===== src/hdl/sbpf_pkg.sv =====
// Shared types and constants for the servo bus packet framer.
`default_nettype none

package sbpf_pkg;

   // Default depth of the command queue between front and back.
   localparam int QUEUE_DEPTH_DEFAULT = 4;

   // Reset values of the configuration registers.
   localparam logic [7:0] START_BYTE_RESET  = 8'd255;
   localparam logic [7:0] BROADCAST_RESET   = 8'd254;
   localparam logic [7:0] SYNC_OPCODE_RESET = 8'd131;
   localparam logic       TWO_BYTE_RESET    = 1'b1;

   // Configuration register indexes (byte address divided by four).
   localparam logic [1:0] REG_START_BYTE  = 2'd0;
   localparam logic [1:0] REG_BROADCAST   = 2'd1;
   localparam logic [1:0] REG_SYNC_OPCODE = 2'd2;
   localparam logic [1:0] REG_TWO_BYTE    = 2'd3;

   // Length offsets of the two header kinds.
   localparam logic [7:0] PLAIN_LEN_OFFSET = 8'd3;
   localparam logic [7:0] SYNC_LEN_OFFSET  = 8'd4;

   // Function codes of an input transaction.
   typedef enum logic [1:0] {
      FUNC_PLAIN_HDR = 2'd0,
      FUNC_PARAM     = 2'd1,
      FUNC_SYNC_HDR  = 2'd2,
      FUNC_ENTRY     = 2'd3
   } func_type;

   // Classified command kinds handed from front to back.
   typedef enum logic [2:0] {
      KIND_PLAIN = 3'd0,
      KIND_SYNC  = 3'd1,
      KIND_PARAM = 3'd2,
      KIND_ENTRY = 3'd3,
      KIND_ERROR = 3'd4
   } kind_type;

   // One queued command.
   typedef struct packed {
      kind_type    kind;
      logic        last;
      logic [7:0]  dev_id;
      logic [7:0]  instruction;
      logic [7:0]  start_address;
      logic [7:0]  entry_length;
      logic [7:0]  len_byte;
      logic [15:0] value;
   } cmd_type;

   // Configuration seen by the back end.
   typedef struct packed {
      logic [7:0] start_byte;
      logic [7:0] broadcast_id;
      logic [7:0] sync_opcode;
      logic       two_byte;
   } cfg_type;

endpackage

`default_nettype wire


===== src/hdl/sbpf_front.sv =====
// Front end: accepts input transactions, tracks packet phase and classifies them.
`default_nettype none

module sbpf_front
   import sbpf_pkg::*;
(
   input  wire logic        clock,
   input  wire logic        reset,
   input  wire logic        req_valid,
   output logic             req_stall,
   input  wire logic [1:0]  req_func,
   input  wire logic [7:0]  req_dev_id,
   input  wire logic [7:0]  req_instruction,
   input  wire logic [7:0]  req_start_address,
   input  wire logic [7:0]  req_item_count,
   input  wire logic [7:0]  req_entry_length,
   input  wire logic [15:0] req_value,
   input  wire logic        q_full,
   output logic             q_push,
   output cmd_type          q_cmd
);

   typedef enum logic [1:0] {
      PH_IDLE  = 2'd0,
      PH_PLAIN = 2'd1,
      PH_SYNC  = 2'd2
   } phase_type;

   phase_type  phase_ff, phase_in;
   logic [7:0] remaining_ff, remaining_in;
   logic       accept;
   logic [7:0] rem_dec;
   logic [7:0] elen_p1;
   logic [15:0] sync_prod;
   logic [7:0] plain_len;
   logic [7:0] sync_len;

   assign accept    = req_valid && !q_full;
   assign req_stall = q_full;
   assign q_push    = accept;

   // Length bytes of both header kinds, taken modulo 256.
   assign rem_dec   = remaining_ff - 8'd1;
   assign elen_p1   = req_entry_length + 8'd1;
   assign sync_prod = elen_p1 * req_item_count;
   assign plain_len = req_item_count + PLAIN_LEN_OFFSET;
   assign sync_len  = sync_prod[7:0] + SYNC_LEN_OFFSET;

   // Classify the transaction against the current packet phase.
   always_comb begin
      q_cmd.kind          = KIND_ERROR;
      q_cmd.last          = 1'b0;
      q_cmd.dev_id        = req_dev_id;
      q_cmd.instruction   = req_instruction;
      q_cmd.start_address = req_start_address;
      q_cmd.entry_length  = req_entry_length;
      q_cmd.len_byte      = plain_len;
      q_cmd.value         = req_value;
      phase_in            = phase_ff;
      remaining_in        = remaining_ff;
      case (func_type'(req_func))
         FUNC_PLAIN_HDR: begin
            if (phase_ff == PH_IDLE) begin
               q_cmd.kind   = KIND_PLAIN;
               q_cmd.last   = (req_item_count == 8'd0);
               remaining_in = req_item_count;
               phase_in     = q_cmd.last ? PH_IDLE : PH_PLAIN;
            end
         end
         FUNC_SYNC_HDR: begin
            if (phase_ff == PH_IDLE) begin
               q_cmd.kind     = KIND_SYNC;
               q_cmd.len_byte = sync_len;
               q_cmd.last     = (req_item_count == 8'd0);
               remaining_in   = req_item_count;
               phase_in       = q_cmd.last ? PH_IDLE : PH_SYNC;
            end
         end
         FUNC_PARAM: begin
            if (phase_ff == PH_PLAIN) begin
               q_cmd.kind   = KIND_PARAM;
               q_cmd.last   = (rem_dec == 8'd0);
               remaining_in = rem_dec;
               phase_in     = q_cmd.last ? PH_IDLE : PH_PLAIN;
            end
         end
         FUNC_ENTRY: begin
            if (phase_ff == PH_SYNC) begin
               q_cmd.kind   = KIND_ENTRY;
               q_cmd.last   = (rem_dec == 8'd0);
               remaining_in = rem_dec;
               phase_in     = q_cmd.last ? PH_IDLE : PH_SYNC;
            end
         end
         default: begin
            q_cmd.kind = KIND_ERROR;
         end
      endcase
   end

   // Phase and remaining count advance only on an accepted transaction.
   always_ff @(posedge clock) begin
      if (reset) begin
         phase_ff     <= PH_IDLE;
         remaining_ff <= 8'd0;
      end else if (accept) begin
         phase_ff     <= phase_in;
         remaining_ff <= remaining_in;
      end
   end

endmodule

`default_nettype wire


===== src/hdl/sbpf_queue.sv =====
// Small command queue that decouples the front end from the byte sequencer.
`default_nettype none

module sbpf_queue
   import sbpf_pkg::*;
#(
   parameter int DEPTH = QUEUE_DEPTH_DEFAULT
)
(
   input  wire logic    clock,
   input  wire logic    reset,
   input  wire logic    push,
   input  wire cmd_type push_cmd,
   input  wire logic    pop,
   output cmd_type      head_cmd,
   output logic         full,
   output logic         not_empty
);

   localparam int PW = (DEPTH > 1) ? $clog2(DEPTH) : 1;
   localparam int CW = $clog2(DEPTH + 1);
   localparam logic [PW-1:0] LAST_PTR = PW'(DEPTH - 1);
   localparam logic [CW-1:0] FULL_COUNT = CW'(DEPTH);

   cmd_type       mem_ff [DEPTH];
   logic [PW-1:0] wr_ptr_ff, wr_ptr_in;
   logic [PW-1:0] rd_ptr_ff, rd_ptr_in;
   logic [CW-1:0] count_ff, count_in;
   logic          do_push;
   logic          do_pop;

   assign full      = (count_ff == FULL_COUNT);
   assign not_empty = (count_ff != '0);
   assign do_push   = push && !full;
   assign do_pop    = pop && not_empty;
   assign head_cmd  = mem_ff[rd_ptr_ff];

   // Pointer and fill count updates.
   always_comb begin
      wr_ptr_in = wr_ptr_ff;
      rd_ptr_in = rd_ptr_ff;
      count_in  = count_ff;
      if (do_push) begin
         wr_ptr_in = (wr_ptr_ff == LAST_PTR) ? '0 : wr_ptr_ff + 1'b1;
      end
      if (do_pop) begin
         rd_ptr_in = (rd_ptr_ff == LAST_PTR) ? '0 : rd_ptr_ff + 1'b1;
      end
      if (do_push && !do_pop) begin
         count_in = count_ff + 1'b1;
      end else if (do_pop && !do_push) begin
         count_in = count_ff - 1'b1;
      end
   end

   always_ff @(posedge clock) begin
      if (reset) begin
         wr_ptr_ff <= '0;
         rd_ptr_ff <= '0;
         count_ff  <= '0;
      end else begin
         wr_ptr_ff <= wr_ptr_in;
         rd_ptr_ff <= rd_ptr_in;
         count_ff  <= count_in;
      end
   end

   // Storage needs no reset.
   always_ff @(posedge clock) begin
      if (do_push) begin
         mem_ff[wr_ptr_ff] <= push_cmd;
      end
   end

endmodule

`default_nettype wire


===== src/hdl/sbpf_back.sv =====
// Back end: walks each queued command byte by byte and keeps the running checksum.
`default_nettype none

module sbpf_back
   import sbpf_pkg::*;
(
   input  wire logic    clock,
   input  wire logic    reset,
   input  wire cfg_type cfg,
   input  wire cmd_type head_cmd,
   input  wire logic    q_not_empty,
   output logic         q_pop,
   output logic         rsp_valid,
   input  wire logic    rsp_stall,
   output logic [7:0]   rsp_out_byte,
   output logic         rsp_packet_end,
   output logic         rsp_order_error
);

   cmd_type    cur_ff;
   logic       cur_valid_ff;
   logic [2:0] step_ff;
   logic [7:0] sum_ff, sum_in;
   logic       rsp_valid_ff;
   logic [7:0] byte_ff;
   logic       end_ff;
   logic       err_ff;

   logic       advance;
   logic       is_header;
   logic [2:0] last_idx;
   logic       final_step;
   logic       chk_step;
   logic       summed;
   logic [7:0] data_byte;
   logic [7:0] out_byte;

   assign advance    = cur_valid_ff && (!rsp_valid_ff || !rsp_stall);
   assign is_header  = (cur_ff.kind == KIND_PLAIN) || (cur_ff.kind == KIND_SYNC);
   assign final_step = (step_ff == last_idx);
   assign chk_step   = final_step && cur_ff.last && (cur_ff.kind != KIND_ERROR);
   assign q_pop      = q_not_empty && (!cur_valid_ff || (advance && final_step));

   // Index of the final byte of the current command.
   always_comb begin
      case (cur_ff.kind)
         KIND_PLAIN: last_idx = cur_ff.last ? 3'd6 : 3'd5;
         KIND_SYNC:  last_idx = cur_ff.last ? 3'd7 : 3'd6;
         KIND_PARAM: last_idx = cur_ff.last ? 3'd1 : 3'd0;
         KIND_ENTRY: last_idx = {2'b00, cfg.two_byte} + {2'b00, cur_ff.last} + 3'd1;
         default:    last_idx = 3'd0;
      endcase
   end

   // Packet byte for the current step, before the checksum override.
   always_comb begin
      data_byte = 8'd0;
      case (cur_ff.kind)
         KIND_PLAIN: begin
            case (step_ff)
               3'd0, 3'd1: data_byte = cfg.start_byte;
               3'd2:       data_byte = cur_ff.dev_id;
               3'd3:       data_byte = cur_ff.len_byte;
               3'd4:       data_byte = cur_ff.instruction;
               default:    data_byte = cur_ff.start_address;
            endcase
         end
         KIND_SYNC: begin
            case (step_ff)
               3'd0, 3'd1: data_byte = cfg.start_byte;
               3'd2:       data_byte = cfg.broadcast_id;
               3'd3:       data_byte = cur_ff.len_byte;
               3'd4:       data_byte = cfg.sync_opcode;
               3'd5:       data_byte = cur_ff.start_address;
               default:    data_byte = cur_ff.entry_length;
            endcase
         end
         KIND_PARAM: data_byte = cur_ff.value[7:0];
         KIND_ENTRY: begin
            case (step_ff)
               3'd0:    data_byte = cur_ff.dev_id;
               3'd1:    data_byte = cur_ff.value[7:0];
               default: data_byte = cur_ff.value[15:8];
            endcase
         end
         default: data_byte = 8'd0;
      endcase
   end

   assign out_byte = chk_step ? ~sum_ff : data_byte;
   assign summed   = !chk_step && (cur_ff.kind != KIND_ERROR) &&
                     !(is_header && (step_ff < 3'd2));

   // Running sum: cleared at a packet's first start byte and after its checksum.
   always_comb begin
      sum_in = sum_ff;
      if (advance) begin
         if (chk_step || (is_header && (step_ff == 3'd0))) begin
            sum_in = 8'd0;
         end else if (summed) begin
            sum_in = sum_ff + data_byte;
         end
      end
   end

   // Sequencer and output register.
   always_ff @(posedge clock) begin
      if (reset) begin
         cur_valid_ff <= 1'b0;
         step_ff      <= 3'd0;
         sum_ff       <= 8'd0;
         rsp_valid_ff <= 1'b0;
      end else begin
         sum_ff <= sum_in;
         if (q_pop) begin
            cur_valid_ff <= 1'b1;
            step_ff      <= 3'd0;
         end else if (advance) begin
            if (final_step) begin
               cur_valid_ff <= 1'b0;
            end else begin
               step_ff <= step_ff + 3'd1;
            end
         end
         if (advance) begin
            rsp_valid_ff <= 1'b1;
         end else if (!rsp_stall) begin
            rsp_valid_ff <= 1'b0;
         end
      end
   end

   // Payload registers need no reset.
   always_ff @(posedge clock) begin
      if (q_pop) begin
         cur_ff <= head_cmd;
      end
      if (advance) begin
         byte_ff <= out_byte;
         end_ff  <= chk_step;
         err_ff  <= (cur_ff.kind == KIND_ERROR);
      end
   end

   assign rsp_valid       = rsp_valid_ff;
   assign rsp_out_byte    = byte_ff;
   assign rsp_packet_end  = end_ff;
   assign rsp_order_error = err_ff;

endmodule

`default_nettype wire


===== src/hdl/servo_bus_packet_framer_unit.sv =====
// Path: an accepted transaction goes through the command queue and the back end's
// current-command register before its first byte is registered at the output.
// The sequencer sends one byte per cycle while the output is not stalled, one to eight
// bytes per transaction; the queue lets the front take one per cycle until it is full.
// Reset (synchronous, active high) clears the packet phase, the queue, the checksum and
// the output valid flag, and restores the configuration registers to their defaults.
`default_nettype none

module servo_bus_packet_framer_unit
   import sbpf_pkg::*;
#(
   parameter int QUEUE_DEPTH = QUEUE_DEPTH_DEFAULT
)
(
   input  wire logic        clock,
   input  wire logic        reset,
   input  wire logic        req_valid,
   output logic             req_stall,
   input  wire logic [1:0]  req_func,
   input  wire logic [7:0]  req_dev_id,
   input  wire logic [7:0]  req_instruction,
   input  wire logic [7:0]  req_start_address,
   input  wire logic [7:0]  req_item_count,
   input  wire logic [7:0]  req_entry_length,
   input  wire logic [15:0] req_value,
   output logic             rsp_valid,
   input  wire logic        rsp_stall,
   output logic [7:0]       rsp_out_byte,
   output logic             rsp_packet_end,
   output logic             rsp_order_error,
   input  wire logic        psel,
   input  wire logic        penable,
   input  wire logic        pwrite,
   input  wire logic [3:0]  paddr,
   input  wire logic [31:0] pwdata,
   output logic [31:0]      prdata,
   output logic             pready
);

   cfg_type cfg_ff;
   logic    cfg_write;
   cmd_type push_cmd;
   cmd_type head_cmd;
   logic    q_push;
   logic    q_pop;
   logic    q_full;
   logic    q_not_empty;

   assign pready    = 1'b1;
   assign cfg_write = psel && penable && pwrite;

   // Configuration register writes.
   always_ff @(posedge clock) begin
      if (reset) begin
         cfg_ff.start_byte   <= START_BYTE_RESET;
         cfg_ff.broadcast_id <= BROADCAST_RESET;
         cfg_ff.sync_opcode  <= SYNC_OPCODE_RESET;
         cfg_ff.two_byte     <= TWO_BYTE_RESET;
      end else if (cfg_write) begin
         case (paddr[3:2])
            REG_START_BYTE:  cfg_ff.start_byte   <= pwdata[7:0];
            REG_BROADCAST:   cfg_ff.broadcast_id <= pwdata[7:0];
            REG_SYNC_OPCODE: cfg_ff.sync_opcode  <= pwdata[7:0];
            REG_TWO_BYTE:    cfg_ff.two_byte     <= pwdata[0];
            default:         cfg_ff.two_byte     <= cfg_ff.two_byte;
         endcase
      end
   end

   // Configuration register reads.
   always_comb begin
      case (paddr[3:2])
         REG_START_BYTE:  prdata = {24'd0, cfg_ff.start_byte};
         REG_BROADCAST:   prdata = {24'd0, cfg_ff.broadcast_id};
         REG_SYNC_OPCODE: prdata = {24'd0, cfg_ff.sync_opcode};
         REG_TWO_BYTE:    prdata = {31'd0, cfg_ff.two_byte};
         default:         prdata = 32'd0;
      endcase
   end

   sbpf_front u_front (
      .clock             (clock),
      .reset             (reset),
      .req_valid         (req_valid),
      .req_stall         (req_stall),
      .req_func          (req_func),
      .req_dev_id        (req_dev_id),
      .req_instruction   (req_instruction),
      .req_start_address (req_start_address),
      .req_item_count    (req_item_count),
      .req_entry_length  (req_entry_length),
      .req_value         (req_value),
      .q_full            (q_full),
      .q_push            (q_push),
      .q_cmd             (push_cmd)
   );

   sbpf_queue #(
      .DEPTH (QUEUE_DEPTH)
   ) u_queue (
      .clock     (clock),
      .reset     (reset),
      .push      (q_push),
      .push_cmd  (push_cmd),
      .pop       (q_pop),
      .head_cmd  (head_cmd),
      .full      (q_full),
      .not_empty (q_not_empty)
   );

   sbpf_back u_back (
      .clock           (clock),
      .reset           (reset),
      .cfg             (cfg_ff),
      .head_cmd        (head_cmd),
      .q_not_empty     (q_not_empty),
      .q_pop           (q_pop),
      .rsp_valid       (rsp_valid),
      .rsp_stall       (rsp_stall),
      .rsp_out_byte    (rsp_out_byte),
      .rsp_packet_end  (rsp_packet_end),
      .rsp_order_error (rsp_order_error)
   );

endmodule

`default_nettype wire


===== config.mk =====
export PLATFORM = sky130hd
export DESIGN_NAME = servo_bus_packet_framer_unit
export DESIGN_NICKNAME = d
export VERILOG_FILES = /design/src/hdl/sbpf_pkg.sv /design/src/hdl/sbpf_front.sv /design/src/hdl/sbpf_queue.sv /design/src/hdl/sbpf_back.sv /design/src/hdl/servo_bus_packet_framer_unit.sv
export SDC_FILE = /design/constraint.sdc
export NUM_CORES = 1
export LEC_CHECK = 0
export BUFFER_PORTS_ARGS = -buffer_cell sky130_fd_sc_hd__clkbuf_2
export CORE_MARGIN = 1.5
export CORE_UTILIZATION = 40
export DETAILED_ROUTE_END_ITERATION = 12
export MAX_ROUTING_LAYER = met4
export PLACE_DENSITY = 0.65
export SYNTH_ARGS = -nofsm -noshare
export SYNTH_HDL_FRONTEND = slang
export SYNTH_SLANG_ARGS = --single-unit

===== constraint.sdc =====
create_clock -name clock -period 6.08 [get_ports clock]
set_input_delay 0.912 -clock clock [delete_from_list [all_inputs] [get_ports clock]]
set_output_delay 0.912 -clock clock [all_outputs]
set_load 0.01 [all_outputs]

# Yosys cells after proc, flatten, opt, wreduce, memory -nomap -nowiden
# Memories as Yosys holds them, arrays and structs flattened. A register that Yosys moved wholly into a read port is not among the register bits.
# Cells that the tools add are included.
# totals
ff_bits	65
ramBits	240
inputBits	101
out_inout_bits	45
n_memories	1
# op_classes
add_sub_neg	12
mul	1
magnitude_cmp	1
n_eq_ne	28
mux	43
bitwise_logic	2
n_reduce_logical	52
# memory_table
name	depth	width	rd	rd_clocked_by_memory_dff	write_ports	line	rtl
u_queue.mem_ff	4	60	1	1	1	sbpf_queue.sv:25	cmd_type mem_ff [DEPTH];
# op_table
operator	n
$pmux W32 S4	1
$mux W8	8
$pmux W8 S4	2
$pmux W8 S5	1
$pmux W8 S3	1
$mux W2	9
$logic_and A1 B1 Y1	16
$logic_not A8 Y1	2
$mux W4	4
$pmux W4 S4	1
$pmux W8 S2	1
$eq A2 B2 Y1 const B	7
$reduce_and A2 Y1	7
$eq A3 B2 Y1 const B	4
$eq A3 B3 Y1 const B	4
$ne A2 B1 Y1 const B	6
$pmux W3 S4	1
$mux W1	11
$add A3 B1 Y3 const B	3
$add A8 B1 Y8 const B	1
$add A8 B2 Y8 const B	1
$add A8 B3 Y8 const B	1
$add A8 B8 Y8	1
$logic_not A1 Y1	8
22 further kinds	38

# Logic depth before layout (Yosys ltp)
# logic_depth
depth_word	11
depth_mapped	19
mapped_depth_nobuf	18

# Hierarchy
# From an unflattened synthesis, not the netlist that was laid out.
# unflattened
hier_cells	1177
hier_area_um2	16916.2
# by_module_without_submodules
mod	n_inst	cells_each	area_each_um2	seq_area_each_um2
sbpf_queue	1	364	9140.0	7387.1
sbpf_back	1	347	4068.9	2362.3
sbpf_front	1	313	2333.5	200.2
servo_bus_packet_framer_unit	1	153	1373.8	500.5

# Worst setup path after synthesis
# Ideal clock, no wire load.
# synth_timing
kind	register -> register
startpoint	register, netlist name u_back.cur_ff[56]
endpoint	register u_queue.count_ff[2]
arrival_time_ps	5452
slack_ps	557
stages_incl_launch_ff	16
path_cell_list	edfxtp_1 -> inv_1 -> ha_1 -> nor2b_1 -> a221oi_1 -> or3_1 -> nand4_1 -> o21a_1 -> nor2_1 -> inv_1 -> ha_1 -> inv_1 -> fa_1 -> xor2_1 -> or3_1 -> a21oi_1
# synth_between
elab_chain_cells	11
word_cells_on_any_way	16
cone_classes	add/sub: 2; eq/ne: 1; mux: 5; reduce/logical: 8
# synth_lines
item	line	rtl
$add A1 B1 Y2	sbpf_back.sv:50	KIND_ENTRY: last_idx = {2'b00, cfg.two_byte} + {2'b00, cur_ff.last} + 3'd1;
$add A3 B1 Y3	sbpf_back.sv:50	
$pmux W3 S4 *	sbpf_back.sv:46	case (cur_ff.kind)
$eq A3 B3 Y1 *	sbpf_back.sv:40	assign final_step = (step_ff == last_idx);
$logic_and A1 B1 Y1 *	sbpf_back.sv:42	assign q_pop = q_not_empty && (!cur_valid_ff || (advance && final_step));
$logic_or A1 B1 Y1 *	sbpf_back.sv:42	
$logic_and A1 B1 Y1 *	sbpf_back.sv:42	
via q_pop	servo_bus_packet_framer_unit.sv:45	logic q_pop;
$logic_and A1 B1 Y1 *	sbpf_queue.sv:35	assign do_pop = pop && not_empty;
$logic_not A1 Y1	sbpf_queue.sv:49	if (do_push && !do_pop) begin
$logic_and A1 B1 Y1	sbpf_queue.sv:49	
$mux W3 / $reduce_bool A2 Y1 (equally long branches)	-	
end signal: assignment	sbpf_queue.sv:64	count_ff <= count_in;
end: declaration	sbpf_queue.sv:28	logic [CW-1:0] count_ff, count_in;
# The timed path passes the listed nets; every way through them passes the cells marked *.
# A chain may end at the register's enable or synchronous reset.

==> impl_metrics.ini <==
[run_status]
run_status = finished clean

[timing]
setup_viol = 0
final_total_negative_setup_slack_ns = 0
min_period_ns = 4.986
slew_violations = 0
final_period_utilization_pct = 82.01
final-hold-violation-count = 0
slew_headroom_pct = 35.97
timing.fmax_ghz = 0.2006
clock-skew-final_ns = 0.01618
final_critical_path_setup_slack_ns = 1.094
timing_worst_slew_pin_value_ns = 0.9563
rsz_0062_raised_after_global_routing = false

[pwr]
swShare_pct = 31.80
peak_vdd_ir_mv = 0.2204
internal_power_mw = 5.894
power-per-cell-area_nw_per_um2 = 463.8
share_comb_of_total_power_pct = 28.5
sequentialPowerShare_pct = 43.2
power.net_switching_mw = 2.748
cellLeakagePower_nw = 6.609
power_frac_clock_pct = 28.2

[detailed_routing]
route.final.wire_length_um = 35550
routedWlPerCell_um = 20.12
detailedRoute.firstPassIterationCount = 5
vias_per_cell = 5.415
drc = 0
num_vias = 9568
antenna_violating_nets_post_route = 0
violation_count_after_the_first_detailed_routing_iteration = 747

[job]
max_cap_violations = 0

[synthesis]
area_of_the_mapped_netlist_um2 = 16380
synth-edff-count = 310
ys.flop_type = sky130_fd_sc_hd__edfxtp_1
ys_types = 66
synth.yosys.seq_area_share_pct = 63.57
ys_seq_elements = 365
postSynth.asyncResetShare_pct = 0
post-synth-top-count-cell = sky130_fd_sc_hd__edfxtp_1
syn-instance-count = 1122
synthDominantCellAreaShare_pct = 56.85
synthTopCellsByCount = sky130_fd_sc_hd__edfxtp_1 (310), sky130_fd_sc_hd__nand2_1 (90), sky130_fd_sc_hd__mux4_2 (61)
synthTopCellsByArea = sky130_fd_sc_hd__edfxtp_1 (57%), sky130_fd_sc_hd__mux4_2 (8.4%), sky130_fd_sc_hd__dfxtp_1 (6.7%), sky130_fd_sc_hd__ha_1 (3.1%), sky130_fd_sc_hd__nand2_1 (2.1%)
synth_largest_area_cell = sky130_fd_sc_hd__edfxtp_1
synth.avg_cell_area_um2 = 14.60
yosys_warnings = 0

[clock_network]
clk_path_buf_depth = 3
clk_latency_ns = 0.53
root_buffer = sky130_fd_sc_hd__clkbuf_16
cts_htree_levels = 2
clock_tree_from_tritoncts = yes
cts.sinks = 365
numCtsBuffers = 38
clk_pin_slew_worst_paths_ns = 0.06
cts_setup_buffers = 0
post_cts_resized = 0
cts_hold_repair.buffers = 0

[final_layout]
flow.area_growth_from_synthesis_pct = 13.78
final.fill_count = 3427
nNetsFinal = 1368
share_of_final_layout_standard_cells_stronger_than_drive_strength_1_pct = 20.39

[floorplanning]
coreArea_um2 = 40100
row_count = 73
die_span_x_um = 205.3
initial_core_util_pct = 40.84
die_y_um = 205.3
die_area_um2 = 42160
io_pins = 146

[place]
detailedPlacementHpwl_um = 23620
placement.io_buffers = 94
preCtsSetupSlack_ns = 0.5124
gp_congestion = 0.8756

[critical_path]
critical_path_class = in2reg
critical_path_required_ns = 6.41
crit_path_end_kind = flip-flop
cp_max_fo = 6
cp-start-kind = primary input
worstPathArrival_ns = 5.32

[global_route]
global_route_usage_over_all_layers_pct = 17.41
total_congestion_overflow = 0
grt_pass1_vias = 9364
grt_start_max_net_pins = 64
grt_antenna_before_repair = 1
first_pass_grt_wire_length_um = 54050

[min_path]
holdCritPathClass = reg2reg
## per-layer routing
metal	wire length, µm	global-route usage [%]	up-vias
li1	-	-	4413
met1	15790	23.77	4798
met2	16560	26.27	301
met3	2164	3.104	56
met4	1041	6.100	0
met5	0	-	-
## final cells by class
type | instances | area (µm²) | area share (%)
flip-flops and latches | 365 | 10420 | 55.90
well taps | 525 | 656.9 | 3.525
clock buffers | 47 | 1036 | 5.560
repair buffers | 110 | 590.6 | 3.169
clock inverters | 22 | 295.3 | 1.585
multi-input cells | 654 | 5475 | 29.38
inverters | 43 | 161.4 | 0.8662
diodes | 1 | 2.502 | 0.01343
## worst paths after layout
check	slack, ns	endpoint	depth (start not counted)	start
hold / removal	0.48	u_back.sum_ff[2]	2	u_back.sum_ff[2]
setup reg to reg	1.66	u_back.sum_ff[6]	17	u_back.step_ff[1]
hold reg to reg	0.48	u_back.sum_ff[2]	2	u_back.sum_ff[2]
setup / recovery	1.09	u_queue.mem_ff[2][23]	15	req_entry_length[0]
## placed cells by master, fill, tap and decap left out, types with 13 or more instances in the layout
cell and n:
sky130_fd_sc_hd__a21oi_1 51, sky130_fd_sc_hd__a22o_1 13, sky130_fd_sc_hd__a22oi_1 15, sky130_fd_sc_hd__buf_4 16, sky130_fd_sc_hd__clkbuf_16 39, sky130_fd_sc_hd__clkbuf_2 94, sky130_fd_sc_hd__conb_1 25, sky130_fd_sc_hd__dfxtp_1 53
sky130_fd_sc_hd__edfxtp_1 310, sky130_fd_sc_hd__fa_1 15, sky130_fd_sc_hd__ha_1 40, sky130_fd_sc_hd__inv_1 40, sky130_fd_sc_hd__mux2i_1 16, sky130_fd_sc_hd__mux4_2 61, sky130_fd_sc_hd__nand2_1 90, sky130_fd_sc_hd__nor2_1 44
sky130_fd_sc_hd__nor2b_1 21, sky130_fd_sc_hd__nor3_1 24, sky130_fd_sc_hd__o21ai_0 28, sky130_fd_sc_hd__xnor2_1 25, sky130_fd_sc_hd__xor2_1 16
## flip-flops by register name, indices dropped and copies added, names as in the netlist, 3 cells and up
name                  count
u_queue.count_ff          3
cfg_ff                   25
u_back.rsp_out_byte       8
u_back.sum_ff             8
u_back.cur_ff            60
u_front.remaining_ff      8
u_back.step_ff            3
u_queue.mem_ff          240
## kinds of logic after synthesis
kind of cell    after synthesis  synth area share [%]
buf+inv                     126                 3.629
compound gates              200                 8.489
simple gates                255                 7.679
fa+ha+maj                    55                 4.890
other cells                   2               0.04586
mux                          77                 9.367
xor+xnor                     42                 2.330
flops                       365                 63.57
## power groups by stage
stage,clock (mW),combinational (mW),sequential [mW]
6_report,2.44,2.47,3.73
2_1_floorplan,0,1.91,3.58
3_3_place_gp,0,2.42,3.76
3_5_place_dp,0,2.47,3.78
5_1_grt,2.59,2.70,3.78
4_1_cts,2.48,2.48,3.73
## critical path, cell delays in order
cell and delay (ns):
sky130_fd_sc_hd__clkbuf_2 0.13, sky130_fd_sc_hd__ha_1 0.25, sky130_fd_sc_hd__xor2_1 0.42, sky130_fd_sc_hd__nand2_1 0.15, sky130_fd_sc_hd__fa_1 0.43, sky130_fd_sc_hd__fa_1 0.54
sky130_fd_sc_hd__inv_1 0.05, sky130_fd_sc_hd__fa_1 0.47, sky130_fd_sc_hd__fa_1 0.50, sky130_fd_sc_hd__ha_1 0.33, sky130_fd_sc_hd__a21oi_1 0.17, sky130_fd_sc_hd__xnor2_1 0.16
sky130_fd_sc_hd__xnor3_1 0.43, sky130_fd_sc_hd__xnor2_1 0.13, sky130_fd_sc_hd__a21oi_1 0.26
## through the flow
step | util [%] | area [µm²] | hold WS, ns | instances | power [mW]
floorplan | - | 16460 | 0.4467 | 1145 | 5.491
global placement | 43.14 | 17300 | 0.4613 | 1697 | 6.181
detailed placement | 43.14 | 17300 | 0.4694 | 1697 | 6.245
CTS | 46.46 | 18630 | 0.4807 | 1766 | 8.700
global route | 46.47 | 18630 | 0.5087 | 1767 | 9.060
finish | 46.47 | 18630 | 0.4791 | 1767 | 8.642
Note: power is estimated with default switching activity, not from simulation.
